==> config.mk <==
export PLATFORM = sky130hd
export DESIGN_NAME = fbba_ctrl
export DESIGN_NICKNAME = d
export VERILOG_FILES = /design/src/hdl/fbba_pkg.sv /design/src/hdl/fbba_ctrl.sv
export SDC_FILE = /design/constraint.sdc
export NUM_CORES = 1
export LEC_CHECK = 0
export BUFFER_PORTS_ARGS = -buffer_cell sky130_fd_sc_hd__buf_2
export CORE_ASPECT_RATIO = 0.9
export CORE_UTILIZATION = 30
export CTS_BUF_LIST = sky130_fd_sc_hd__clkbuf_16
export DETAILED_ROUTE_END_ITERATION = 12
export PLACE_DENSITY = 0.67
export SLEW_MARGIN = 5
export SYNTH_ARGS = -nofsm -noshare
export SYNTH_HDL_FRONTEND = slang
export SYNTH_SLANG_ARGS = --single-unit
==> constraint.sdc <==
create_clock -name aclk -period 1.73 [get_ports aclk]
set_input_delay 0 -clock aclk [delete_from_list [all_inputs] [get_ports aclk]]
set_output_delay 0 -clock aclk [all_outputs]
set_load 0.02 [all_outputs]
==> src/hdl/fbba_pkg.sv <==
// ----------------------------------------------------------------------------
// fbba_pkg
// Shared constants, codes, state type and control/status bundles of the
// file block bitmap allocator.
// ----------------------------------------------------------------------------
package fbba_pkg;

    // sizing
    localparam int DATA_BLOCKS = 1024;
    localparam int FILES       = 64;
    localparam int POINTERS    = 5;

    // free bitmap organised as words of WORD_W bits
    localparam int WORD_W    = 32;
    localparam int MAP_WORDS = DATA_BLOCKS / WORD_W;
    localparam int MAP_AW    = $clog2(MAP_WORDS);
    localparam int BIT_AW    = $clog2(WORD_W);
    localparam int WIDX_W    = MAP_AW + 1;

    // field widths
    localparam int OP_W      = 2;
    localparam int FILE_W    = 6;
    localparam int LEN_W     = 16;
    localparam int BS_W      = 13;
    localparam int LIM_W     = 11;
    localparam int BLK_W     = 10;
    localparam int STATUS_W  = 2;
    localparam int FSIZE_W   = 15;
    localparam int CFG_IDX_W = 1;
    localparam int CFG_W     = 13;

    // file size and pointer stores
    localparam int FS_AW     = $clog2(FILES);
    localparam int PTR_DEPTH = FILES * POINTERS;
    localparam int PTR_AW    = $clog2(PTR_DEPTH);
    localparam int K_W       = $clog2(POINTERS + 1);

    // configuration limits and reset values
    localparam int BS_MAX       = 4096;
    localparam int BS_RESET     = 2048;
    localparam int USABLE_RESET = 1024;

    typedef enum logic [OP_W-1:0] {
        OP_WRITE   = 2'd0,
        OP_RELEASE = 2'd1,
        OP_READ    = 2'd2,
        OP_NONE    = 2'd3
    } opcode_t;

    typedef enum logic [STATUS_W-1:0] {
        STATUS_OK        = 2'd0,
        STATUS_TOO_LARGE = 2'd1,
        STATUS_NO_SPACE  = 2'd2
    } status_t;

    typedef enum logic [CFG_IDX_W-1:0] {
        CFG_BLOCK_SIZE = 1'b0,
        CFG_USABLE     = 1'b1
    } cfg_reg_t;

    typedef enum logic [4:0] {
        S_IDLE,
        S_FS_RD,
        S_SIZE_LD,
        S_REL_CHK,
        S_REL_PTR,
        S_REL_MAP,
        S_REL_DONE,
        S_LEN_CHK,
        S_NEED,
        S_SCAN_RD,
        S_SCAN_LD,
        S_SCAN_PICK,
        S_CLAIM_INIT,
        S_CLAIM_RD,
        S_CLAIM_WR,
        S_CLAIM_EMIT,
        S_RD_CHK,
        S_RD_EMIT,
        S_EMIT_IDLE
    } state_t;

    // controller -> datapath
    typedef struct packed {
        logic load;          // take the input item
        logic fs_rd;         // read file size entry
        logic size_ld;       // remaining <= file size, index <= 0
        logic bp_rd;         // read block pointer of current index
        logic rel_latch;     // hold pointer, read its bitmap word
        logic rel_wr;        // clear the block's bit, step
        logic fs_clr;        // file size <= 0
        logic len_ld;        // remaining <= length, start block count
        logic need_step;     // count one more block needed
        logic set_too_large;
        logic set_no_space;
        logic scan_rd;       // read bitmap word under scan
        logic scan_ld;       // load free-bit mask of that word
        logic scan_next;     // advance to next bitmap word
        logic scan_pick;     // take lowest free bit as candidate
        logic claim_init;    // file size <= length, restart index
        logic claim_rd;      // read word of current candidate
        logic claim_wr;      // set its bit, store pointer
        logic emit_blk;      // present a block result, step
        logic emit_idle;     // present a result without block
    } cmd_t;

    // datapath -> controller
    typedef struct packed {
        opcode_t op;
        logic    rem_zero;
        logic    k_full;
        logic    too_large;
        logic    lim_hit;
        logic    avail_zero;
        logic    pick_done;
        logic    need_zero;
        logic    blk_last;
        logic    out_free;
    } stat_t;

    // index of the lowest set bit
    function automatic logic [BIT_AW-1:0] lowest_set(input logic [WORD_W-1:0] v);
        logic [BIT_AW-1:0] idx;
        idx = '0;
        for (int i = WORD_W - 1; i >= 0; i--) begin
            if (v[i]) begin
                idx = BIT_AW'(i);
            end
        end
        return idx;
    endfunction

endpackage

==> src/hdl/fbba_ctrl.sv <==
// ----------------------------------------------------------------------------
// fbba_ctrl
// Sequencer: release, length check, bitmap scan, claim and read-out steps.
// ----------------------------------------------------------------------------
module fbba_ctrl (
    input  logic             aclk,
    input  logic             aresetn,
    input  logic             s_valid,
    output logic             s_ready,
    input  fbba_pkg::stat_t  stat,
    output fbba_pkg::cmd_t   cmd
);

    fbba_pkg::state_t state_reg;
    fbba_pkg::state_t state_next;

    always_ff @(posedge aclk) begin
        if (!aresetn) begin
            state_reg <= fbba_pkg::S_IDLE;
        end else begin
            state_reg <= state_next;
        end
    end

    always_comb begin
        state_next = state_reg;
        cmd        = '0;
        s_ready    = 1'b0;
        unique case (state_reg)
            fbba_pkg::S_IDLE: begin
                s_ready = 1'b1;
                if (s_valid) begin
                    cmd.load   = 1'b1;
                    state_next = fbba_pkg::S_FS_RD;
                end
            end
            fbba_pkg::S_FS_RD: begin
                if (stat.op == fbba_pkg::OP_NONE) begin
                    state_next = fbba_pkg::S_EMIT_IDLE;
                end else begin
                    cmd.fs_rd  = 1'b1;
                    state_next = fbba_pkg::S_SIZE_LD;
                end
            end
            fbba_pkg::S_SIZE_LD: begin
                cmd.size_ld = 1'b1;
                state_next  = (stat.op == fbba_pkg::OP_READ) ? fbba_pkg::S_RD_CHK
                                                             : fbba_pkg::S_REL_CHK;
            end
            fbba_pkg::S_REL_CHK: begin
                if (stat.rem_zero || stat.k_full) begin
                    state_next = fbba_pkg::S_REL_DONE;
                end else begin
                    cmd.bp_rd  = 1'b1;
                    state_next = fbba_pkg::S_REL_PTR;
                end
            end
            fbba_pkg::S_REL_PTR: begin
                cmd.rel_latch = 1'b1;
                state_next    = fbba_pkg::S_REL_MAP;
            end
            fbba_pkg::S_REL_MAP: begin
                cmd.rel_wr = 1'b1;
                state_next = fbba_pkg::S_REL_CHK;
            end
            fbba_pkg::S_REL_DONE: begin
                cmd.fs_clr = 1'b1;
                state_next = (stat.op == fbba_pkg::OP_RELEASE) ? fbba_pkg::S_EMIT_IDLE
                                                               : fbba_pkg::S_LEN_CHK;
            end
            fbba_pkg::S_LEN_CHK: begin
                if (stat.too_large) begin
                    cmd.set_too_large = 1'b1;
                    state_next        = fbba_pkg::S_EMIT_IDLE;
                end else begin
                    cmd.len_ld = 1'b1;
                    state_next = fbba_pkg::S_NEED;
                end
            end
            fbba_pkg::S_NEED: begin
                if (!stat.rem_zero) begin
                    cmd.need_step = 1'b1;
                end else if (stat.need_zero) begin
                    state_next = fbba_pkg::S_EMIT_IDLE;
                end else begin
                    state_next = fbba_pkg::S_SCAN_RD;
                end
            end
            fbba_pkg::S_SCAN_RD: begin
                if (stat.lim_hit) begin
                    cmd.set_no_space = 1'b1;
                    state_next       = fbba_pkg::S_EMIT_IDLE;
                end else begin
                    cmd.scan_rd = 1'b1;
                    state_next  = fbba_pkg::S_SCAN_LD;
                end
            end
            fbba_pkg::S_SCAN_LD: begin
                cmd.scan_ld = 1'b1;
                state_next  = fbba_pkg::S_SCAN_PICK;
            end
            fbba_pkg::S_SCAN_PICK: begin
                if (stat.avail_zero) begin
                    cmd.scan_next = 1'b1;
                    state_next    = fbba_pkg::S_SCAN_RD;
                end else begin
                    cmd.scan_pick = 1'b1;
                    if (stat.pick_done) begin
                        state_next = fbba_pkg::S_CLAIM_INIT;
                    end
                end
            end
            fbba_pkg::S_CLAIM_INIT: begin
                cmd.claim_init = 1'b1;
                state_next     = fbba_pkg::S_CLAIM_RD;
            end
            fbba_pkg::S_CLAIM_RD: begin
                cmd.claim_rd = 1'b1;
                state_next   = fbba_pkg::S_CLAIM_WR;
            end
            fbba_pkg::S_CLAIM_WR: begin
                cmd.claim_wr = 1'b1;
                state_next   = fbba_pkg::S_CLAIM_EMIT;
            end
            fbba_pkg::S_CLAIM_EMIT: begin
                if (stat.out_free) begin
                    cmd.emit_blk = 1'b1;
                    state_next   = stat.blk_last ? fbba_pkg::S_IDLE : fbba_pkg::S_CLAIM_RD;
                end
            end
            fbba_pkg::S_RD_CHK: begin
                if (stat.rem_zero) begin
                    state_next = fbba_pkg::S_EMIT_IDLE;
                end else begin
                    cmd.bp_rd  = 1'b1;
                    state_next = fbba_pkg::S_RD_EMIT;
                end
            end
            fbba_pkg::S_RD_EMIT: begin
                if (stat.out_free) begin
                    cmd.emit_blk = 1'b1;
                    state_next   = stat.blk_last ? fbba_pkg::S_IDLE : fbba_pkg::S_RD_CHK;
                end
            end
            fbba_pkg::S_EMIT_IDLE: begin
                if (stat.out_free) begin
                    cmd.emit_idle = 1'b1;
                    state_next    = fbba_pkg::S_IDLE;
                end
            end
            default: begin
                state_next = fbba_pkg::S_IDLE;
            end
        endcase
    end

endmodule

==> run_results.csv, run 1 <==
group,metric,value,unit
sta,drv_slew,0,
power,power.internal,0.984,mW
drt,routed_wl,3120,um
clock_network,cts_tree,"yes",
floorplan,ioPinCount,35,
setup_path,critPathSlowestCell,"or4_4",
setup_path,crit_type,"flop to flop",
min_path,min_from,"aresetn",
run_status,violations,"setup timing",
synth,yosysSeqAreaShare,13.1,%
sta,finalCriticalPeriod,1.77,ns
setup_path,crit_required,1.90,ns
synth,ys_ff_latch,5,
synth,async_reset_ff_share,0,%
setup_path,crit_arrival,1.93,ns
setup_path,timing.rr.start,"state_reg[1]$_SDFFE_PN0P_",
setup_path,endpoint_kind,"flop",
sta,relSlewSlack,68.1,%
layout,area_delta_synth_final,55.3,%
synth,syn_area_per_cell,6.51,um^2
floorplan,dieHeight,49.8,um
global_routing,grt_overflow,0,
placed_design,io_buffers,34,
power,switchingPower,0.846,mW
power,power.density,1550,nW/um^2
clock_network,clock_path_buffers,2,
min_path,whs_path_depth,2,
power,fin_total_pwr,1.83,mW
layout,largest_register_ffs,5,
setup_path,crit_chain,"or3b_4 -> or4_4 -> o211ai_4 -> and2_4 -> a22o_1",
layout,final_cell_mix,"32 x buf_2, 15 x nor2_1, 13 x buf_4, 8 x nand2_1, 7 x nor3_1",
synth,syn_inst,117,
layout,finalNonFillerCells,187,
placed_design,dp_hpwl,2300,um
global_routing,grt-busiest-layer,"met2",
sta,setup_viol,5,
min_path,min_to,"state_reg[2]$_SDFFE_PN0P_",
global_routing,antenna_found_initial,0,
setup_path,max_stage_delay,0.50,ns
power,swShare,46.2,%
placed_design,dp_cells,182,
layout,num_antenna_cells,0,
power,power_frac_seq,13.2,%
global_routing,track_usage,23.9,%
global_routing,grt_max_degree,18,
layout,final_common_cell,"buf_2",
global_routing,grt_pass1_vias,1029,
clock_network,clockRootBuffer,"clkbuf_16",
floorplan,core.rowCount,16,
synth,synth_flop_cell,"dfxtp_1",
setup_path,worstReg2RegEnd,"state_reg[4]$_SDFFE_PN0P_",
power,worst_ir_drop_vdd,773,uV
clock_network,clk_pin_slew,0.03,ns
setup_path,crit_fanout,5,
synth,syn_area,762,um^2
flow_run,maxCapViolCount,0,
clock_network,cts_sinks,5,
drt,wire_per_inst,16.7,um
drt,drc,0,
synth,synth-edff-count,0,
synth,synth_cell_type_count,45,
sta,rsz0062_at_grt,"yes",
min_path,min_path_type,"input port to flop",
setup_path,startpoint_type,"flop",
sta,tns,-0.136,ns
power,p_clk_share,20.6,%
sta,worstMarginPinSlew,0.466,ns
sta,finalHoldViolCount,0,
floorplan,die_area,2750,um^2
clock_network,insertion_delay,0.23,ns
power,power_leakage,0.544,nW
sta,period_share,102,%
global_routing,grt_pass1_wl,4690,um
sta,setup_ws,-0.0381,ns
setup_path,crit_family,"simple AND/OR/NAND/NOR gates",
global_routing,use_met2,38.0,%
floorplan,coreArea,2280,um^2
global_routing,grtUsageMet3,2.47,%
drt,vias,1126,
drt,avgViaCountPerCell,6.02,
layout,final_nets,175,
setup_path,critPathLaunch,"state_reg[1]$_SDFFE_PN0P_",
clock_network,htreeDepth,1,
drt,dr.pass1.iters,4,
drt,ant_nets,0,
run_status,status,"complete, but fails checks",
sta,fin_skew,0.00195,ns
layout,drive_gt1_share,43.1,%
synth,synthesis.nets,131,
clock_network,cts_buffers,3,
setup_path,r2r_slack,-0.04,ns
placed_design,gp_congestion,0.943,
floorplan,die_w,55.1,um
setup_path,r2r_cells,5,
power,power_frac_comb,66.2,%
global_routing,grtUsageMet1,30.1,%
drt,drtIter0Drc,45,
synth,ys_warn_count,0,
floorplan,start_util,33.4,%
setup_path,cp.buffers_inverters,0,
sta,fmax,566,MHz
power by group through the flow:
stage          Combinational, mW  Clock (mW)  Sequential [mW]
2_1_floorplan              0.779           0            0.184
6_report                    1.21       0.377            0.241
3_3_place_gp                1.08           0            0.212
3_5_place_dp                1.12           0            0.216
4_1_cts                     1.16       0.381            0.227
5_1_grt                     1.31       0.392            0.246
final cells by class:
cell class / instances / area, um^2
Fill cell: 226 / 1100
Multi-Input combinational cell: 97 / 638
Timing Repair Buffer: 49 / 303
Sequential cell: 5 / 111
Clock buffer: 3 / 75.1
Tap cell: 27 / 33.8
Inverter: 5 / 18.8
Clock inverter: 1 / 3.75
layer usage:
layer,wire length [um],vias up
li1,-,523
met5,0,-
met1,1290,531
met3,243,11
met4,113,0
met2,1470,61
through the flow:
| step | setup slack, ns | hold slack (ns) | util [%] | area (um^2) |
|---|---|---|---|---|
| 3_3_place_gp | -0.000411 | 0.251 | 45.4 | 1040 |
| 4_1_cts | -0.0330 | 0.0257 | 50.1 | 1140 |
| 5_1_grt | -0.0913 | 0.0381 | 51.9 | 1180 |
| 2_1_floorplan | -0.0333 | 0.0541 | - | 776 |
| 6_report | -0.0381 | 0.0261 | 51.9 | 1180 |
| 3_5_place_dp | -0.0553 | 0.255 | 45.4 | 1040 |
timing repair:
item / CTS / global route
gates cloned: 0 / 0
setup endpoints to repair: 6 / 8
setup buffers: 0 / 1
gates resized for setup: 11 / 9
pin swaps: 5 / 3
hold buffers: 0 / 0
cell families after synthesis:
logic type                after synthesis  share of synthesized area [%]
DFF                                     5                           13.1
buffers and inverters                  15                           8.70
AOI/OAI and AO/OA                      30                           28.9
and+or+nand+nor                        66                           48.1
xor gates and xnor gates                1                           1.15
synth_stat cells (2+ instances only):
library cell / number / share of area, %
nor3b_1: 3 / 3.0
nand4_1: 3 / 2.5
o21ai_0: 4 / 2.6
nand3_1: 4 / 2.6
a31oi_1: 2 / 1.6
clkbuf_1: 7 / 3.4
nor2b_1: 2 / 1.6
inv_1: 5 / 2.5
dfxtp_1: 5 / 13
nand2b_1: 3 / 2.5
a21oi_1: 4 / 2.6
a32oi_1: 2 / 2.3
nand3b_1: 3 / 3.0
and3_1: 2 / 1.6
nor2_1: 16 / 7.9
a211oi_1: 2 / 2.0
nand2_1: 8 / 3.9
nor3_1: 9 / 5.9
buf_2: 2 / 1.3
and2_1: 2 / 1.6
or3_1: 2 / 1.6
a22o_1: 4 / 4.6
worst register-to-register path: stages (launching register included):
cell	delay [ns]
dfxtp_4	0.36
or3b_4	0.38
or4_4	0.50
o211ai_4	0.13
and2_4	0.20
a22o_1	0.13
how the worst max path moves through the flow:
stage / slack, ns / cells past startpoint / endpoint
CTS: -0.03 / 6 / state_reg[3]$_SDFFE_PN0P_
global route: -0.09 / 5 / state_reg[0]$_SDFFE_PN0P_
floorplan: -0.03 / 6 / state_reg[1]$_SDFFE_PN0P_
finish: -0.04 / 5 / state_reg[4]$_SDFFE_PN0P_
global placement: -0.0004 / 5 / state_reg[1]$_SDFFE_PN0P_
detailed placement: -0.06 / 5 / state_reg[3]$_SDFFE_PN0P_
No activity file was read; power rests on OpenSTA's default activity.
==> run 2: changes to the inputs <==
PLACE_DENSITY = not set   (was 0.67)
==> run 2 against run 1 <==
Compared with the run above:
- the run still ends with setup timing left
- cell area fell by 0.11%
- register-to-register slack barely moved
- fmax fell by 0.67%
- cell count rose by 1.1%
- utilization fell by 0.055 points
- critical path depth did not move
- flip-flop and latch count did not move
- clock skew barely moved
- routed wire length fell by 5.4%
- clock power rose by 2%
- sequential power fell by 5%
- combinational power barely moved
==> run_results.csv, run 2 (synthesis gave the netlist of run 1 again) <==
group,metric,value,unit
layout,final_util,51.8,%
sta,finalCriticalPeriod,1.78,ns
drt,vias,1099,
flow_run,maxCapViolCount,0,
layout,area_delta_synth_final,55.2,%
power,worst_ir_drop_vdd,824,uV
drt,dr.pass1.iters,4,
clock_network,insertion_delay,0.23,ns
global_routing,grt_overflow,0,
sta,drv_slew,0,
setup_path,crit_required,1.90,ns
min_path,min_from,"aresetn",
layout,final_cell_mix,"33 x buf_2, 16 x buf_4, 14 x nor2_1, 8 x nand2_1, 7 x nor3_1",
power,power_frac_comb,66.0,%
sta,setup_viol,5,
global_routing,grtUsageMet3,4.32,%
drt,avgViaCountPerCell,5.81,
clock_network,clock_path_buffers,2,
min_path,min_to,"state_reg[2]$_SDFFE_PN0P_",
setup_path,r2r_cells,5,
setup_path,r2r_slack,-0.05,ns
global_routing,grt_max_degree,13,
setup_path,worstReg2RegEnd,"state_reg[4]$_SDFFE_PN0P_",
setup_path,crit_type,"flop to flop",
drt,ant_nets,0,
global_routing,grt_pass1_vias,985,
power,power.density,1530,nW/um^2
sta,tns,-0.146,ns
global_routing,grt_pass1_wl,4590,um
setup_path,startpoint_type,"flop",
sta,rsz0062_at_grt,"yes",
drt,routed_wl,2950,um
layout,drive_gt1_share,43.8,%
clock_network,cts_buffers,3,
floorplan,coreArea,2280,um^2
layout,final_nets,177,
global_routing,grt-busiest-layer,"met2",
placed_design,dp_hpwl,2210,um
setup_path,endpoint_kind,"flop",
floorplan,die_area,2750,um^2
clock_network,cts_hold_buf,0,
clock_network,cts_tree,"yes",
sta,fmax,562,MHz
setup_path,crit_arrival,1.95,ns
layout,fillers,224,
sta,finalHoldViolCount,0,
clock_network,htreeDepth,1,
layout,num_antenna_cells,0,
power,power.internal,0.993,mW
power,switchingPower,0.817,mW
power,power_frac_seq,12.7,%
sta,worstMarginPinSlew,0.417,ns
sta,hold_ws,0.0295,ns
setup_path,crit_fanout,5,
sta,setup_ws,-0.0501,ns
placed_design,io_buffers,34,
sta,fin_skew,0.00219,ns
power,power_leakage,0.552,nW
floorplan,start_util,33.4,%
power,p_clk_share,21.3,%
floorplan,die_w,55.1,um
power,swShare,45.1,%
min_path,whs_path_depth,2,
setup_path,timing.rr.start,"state_reg[4]$_SDFFE_PN0P_",
min_path,min_path_type,"input port to flop",
floorplan,dieHeight,49.8,um
clock_network,cts_sinks,5,
clock_network,clockRootBuffer,"clkbuf_16",
drt,wire_per_inst,15.6,um
sta,period_share,103,%
global_routing,use_met2,36.7,%
layout,largest_register_ffs,5,
floorplan,ioPinCount,35,
placed_design,gp_congestion,0.856,
sta,relSlewSlack,71.5,%
floorplan,core.rowCount,16,
global_routing,track_usage,23.0,%
clock_network,clk_pin_slew,0.04,ns
drt,drc,0,
run_status,status,"complete, but fails checks",
global_routing,grtUsageMet1,30.1,%
setup_path,critPathLaunch,"state_reg[4]$_SDFFE_PN0P_",
run_status,violations,"setup timing",
drt,drtIter0Drc,41,
layout,final_common_cell,"buf_2",
global_routing,antenna_found_initial,0,
-- run 2: cell types whose count changed in the layout (fill, tap and decap cells not counted) --
cell | before | now
buf_6 | 4 | 2
a21oi_2 | 1 | 0
xor2_2 | 1 | 0
nor2b_2 | 0 | 1
a21oi_1 | 3 | 4
buf_4 | 13 | 16
buf_2 | 32 | 33
nor2_2 | 1 | 2
nor2_1 | 15 | 14
xor2_1 | 0 | 1
nor2b_1 | 2 | 1
-- run 2: power by group through the flow --
| stage | clock network [mW] | registers, mW | logic [mW] |
|---|---|---|---|
| 2_1_floorplan | 0 | 0.184 | 0.779 |
| 3_3_place_gp | 0 | 0.213 | 1.08 |
| 3_5_place_dp | 0 | 0.217 | 1.10 |
| 4_1_cts | 0.387 | 0.223 | 1.11 |
| 5_1_grt | 0.391 | 0.236 | 1.31 |
| 6_report | 0.386 | 0.230 | 1.19 |
-- run 2: per-layer routing --
layer / vias to the layer above / wire [um]
li1: 531 / -
met1: 515 / 1270
met2: 49 / 1440
met3: 4 / 217
met4: 0 / 25
met5: - / 0
-- run 2: critical path, cell delays in order (launching register included) --
cell and delay [ns]:
dfxtp_4 0.34, or3b_4 0.40, or4_4 0.51, o211ai_4 0.12, and2_4 0.20, a22o_1 0.14
-- run 2: worst max path at each step --
stage | end | depth (start not counted) | slack, ns
after CTS | state_reg[4]$_SDFFE_PN0P_ | 5 | -0.04
after floorplan | state_reg[1]$_SDFFE_PN0P_ | 6 | -0.03
final | state_reg[4]$_SDFFE_PN0P_ | 5 | -0.05
after detailed placement | state_reg[4]$_SDFFE_PN0P_ | 5 | -0.02
after global routing | state_reg[1]$_SDFFE_PN0P_ | 5 | -0.08
after global placement | state_reg[1]$_SDFFE_PN0P_ | 5 | -0.009
-- run 2: timing repair --
action,CTS,global route
pin swaps,1,7
endpoints found under the hold margin,0,0
setup buffers,0,2
resized for setup,6,11
endpoints found under the setup margin,4,9
-- run 2: final cells by class --
class | count | area [um^2] | area share [%]
Tap cell | 27 | 33.8 | 2.86
Inverter | 5 | 18.8 | 1.59
Clock buffer | 3 | 75.1 | 6.35
Clock inverter | 1 | 3.75 | 0.317
Multi-Input combinational cell | 97 | 632 | 53.4
Timing Repair Buffer | 51 | 308 | 26.0
Sequential cell | 5 | 111 | 9.42
-- run 2: stage by stage --
stage	instances	setup WS, ns	power, mW	cell area [um^2]
global route	189	-0.0781	1.94	1180
global placement	183	-0.00869	1.29	1040
detailed placement	183	-0.0169	1.31	1040
finish	189	-0.0501	1.81	1180
CTS	187	-0.0422	1.72	1140
floorplan	117	-0.0333	0.963	776
==> run 3: changes to the inputs <==
CORE_UTILIZATION = 41   (was 30)
PLACE_DENSITY = 0.74   (was not set)
SKIP_CTS_REPAIR_TIMING = 1   (was not set)
==> run 3 against run 2 <==
Compared with the run above:
- the flow still finishes with violations (setup timing)
- combinational power about the same
- die area down 26%
- first-iteration DRC count up 44%
- clock skew down 0.0012 ns
- utilization up 15 points
- largest cell class unchanged
- clock power down 2%
- critical path depth up 1
- via count up 3.5%
- non-clock buffer count down 2
- sequential power down 3%
- fmax down 1.1%
- register-to-register slack worse by 0.02 ns
==> run_results.csv, run 3 (synthesis gave the netlist of run 1 again) <==
group,metric,value,unit
run_status,status,"complete, but fails checks",
run_status,violations,"setup timing",
drt,drc,0,
layout,finalNonFillerCells,184,
floorplan,start_util,44.8,%
power,power_leakage,0.535,nW
drt,routed_wl,2940,um
floorplan,dieHeight,42.9,um
floorplan,die_area,2040,um^2
layout,drive_gt1_share,39.4,%
power,worst_ir_drop_vdd,896,uV
layout,area_delta_synth_final,50.1,%
floorplan,coreArea,1700,um^2
setup_path,r2r_cells,6,
sta,relSlewSlack,80.1,%
clock_network,cts_tree,"yes",
min_path,whs_path_depth,2,
drt,ant_nets,0,
sta,fmax,555,MHz
sta,worstMarginPinSlew,0.291,ns
setup_path,worstReg2RegEnd,"state_reg[3]$_SDFFE_PN0P_",
sta,setup_viol,5,
sta,hold_ws,0.0580,ns
global_routing,grt_overflow,0,
flow_run,maxCapViolCount,0,
drt,avgViaCountPerCell,6.18,
drt,wire_per_inst,16.0,um
clock_network,cts_sinks,5,
layout,largest_register_ffs,5,
global_routing,grt_pass1_wl,4580,um
floorplan,die_w,47.4,um
setup_path,critPathLaunch,"state_reg[4]$_SDFFE_PN0P_",
placed_design,dp_cells,179,
min_path,min_path_type,"input port to flop",
sta,setup_ws,-0.0703,ns
clock_network,insertion_delay,0.23,ns
sta,finalCriticalPeriod,1.80,ns
setup_path,crit_required,1.84,ns
floorplan,core.rowCount,14,
floorplan,ioPinCount,35,
global_routing,grt_pass1_vias,1019,
layout,final_nets,175,
setup_path,r2r_slack,-0.07,ns
clock_network,clockRootBuffer,"clkbuf_16",
drt,vias,1137,
sta,drv_slew,0,
sta,period_share,104,%
setup_path,endpoint_kind,"flop",
layout,num_antenna_cells,0,
setup_path,startpoint_type,"flop",
setup_path,crit_type,"flop to flop",
clock_network,clock_path_buffers,2,
sta,fin_skew,0.000970,ns
placed_design,io_buffers,34,
sta,finalHoldViolCount,0,
global_routing,use_met2,49.6,%
global_routing,grt_max_degree,21,
global_routing,track_usage,31.0,%
clock_network,htreeDepth,1,
clock_network,clk_pin_slew,0.03,ns
sta,rsz0062_at_grt,"yes",
global_routing,grtUsageMet3,6.38,%
setup_path,timing.rr.start,"state_reg[4]$_SDFFE_PN0P_",
power,fin_total_pwr,1.80,mW
global_routing,antenna_found_initial,0,
global_routing,grtUsageMet1,40.0,%
drt,drtIter0Drc,59,
placed_design,gp_congestion,0.928,
setup_path,endpoint,"state_reg[3]$_SDFFE_PN0P_",
global_routing,grt-busiest-layer,"met2",
layout,final_cell_mix,"33 x buf_2, 15 x nor2_1, 12 x buf_4, 8 x nand2_1, 8 x nor3_1",
placed_design,dp_hpwl,2100,um
layout,final_common_cell,"buf_2",
setup_path,crit_fanout,4,
clock_network,cts_buffers,3,
power,power.density,1580,nW/um^2
drt,dr.pass1.iters,4,
setup_path,crit_arrival,1.91,ns
==> run 3: cell types whose count changed in the layout (fill, tap and decap cells not counted), sizes merged <==
cell | before | now
buf | 51 | 49
==> run 3: per-layer routing <==
layer	routed length, um	up-vias
li1	-	521
met1	1210	525
met2	1400	81
met3	272	10
met4	61	0
met5	0	-
==> run 3: critical path: stages, from the launching register on <==
cell and delay [ns]:
dfxtp_1 0.33, or3b_4 0.39, or4_4 0.49, o211ai_2 0.10
buf_6 0.14, nand2_1 0.06, and3_1 0.17
==> run 3: cell type report <==
type / instances / area [um^2]
Clock buffer: 3 / 75.1
Clock inverter: 1 / 3.75
Fill cell: 165 / 556
Inverter: 5 / 18.8
Multi-Input combinational cell: 97 / 613
Sequential cell: 5 / 103
Tap cell: 24 / 30.0
Timing Repair Buffer: 49 / 300
==> run 3: power breakdown <==
part	switching, mW	internal, mW	total (mW)
combinational	0.695	0.506	1.20
clock	0.0782	0.300	0.378
sequential	0.0625	0.160	0.222
==> run 3: worst min-delay path by stage <==
stage | startpoint | end | slack [ns]
final | aresetn | state_reg[2]$_SDFFE_PN0P_ | 0.06
after global placement | aresetn | state_reg[2]$_SDFFE_PN0P_ | 0.26
after global routing | aresetn | state_reg[2]$_SDFFE_PN0P_ | 0.06
after detailed placement | aresetn | state_reg[2]$_SDFFE_PN0P_ | 0.26
after CTS | aresetn | state_reg[2]$_SDFFE_PN0P_ | 0.04
after floorplan | stat[5] | cmd[8] | 0.05
==> run 3: per-stage QoR <==
stage	utilization (%)	setup slack [ns]	cell area (um^2)	TNS [ns]
after global placement	60.8	0.0185	1030	0
after detailed placement	60.8	-0.0466	1030	-0.200
after CTS	65.5	-0.210	1110	-0.535
final	67.3	-0.0703	1140	-0.321
after floorplan	-	-0.0333	776	-0.124
after global routing	67.3	-0.0953	1140	-0.482
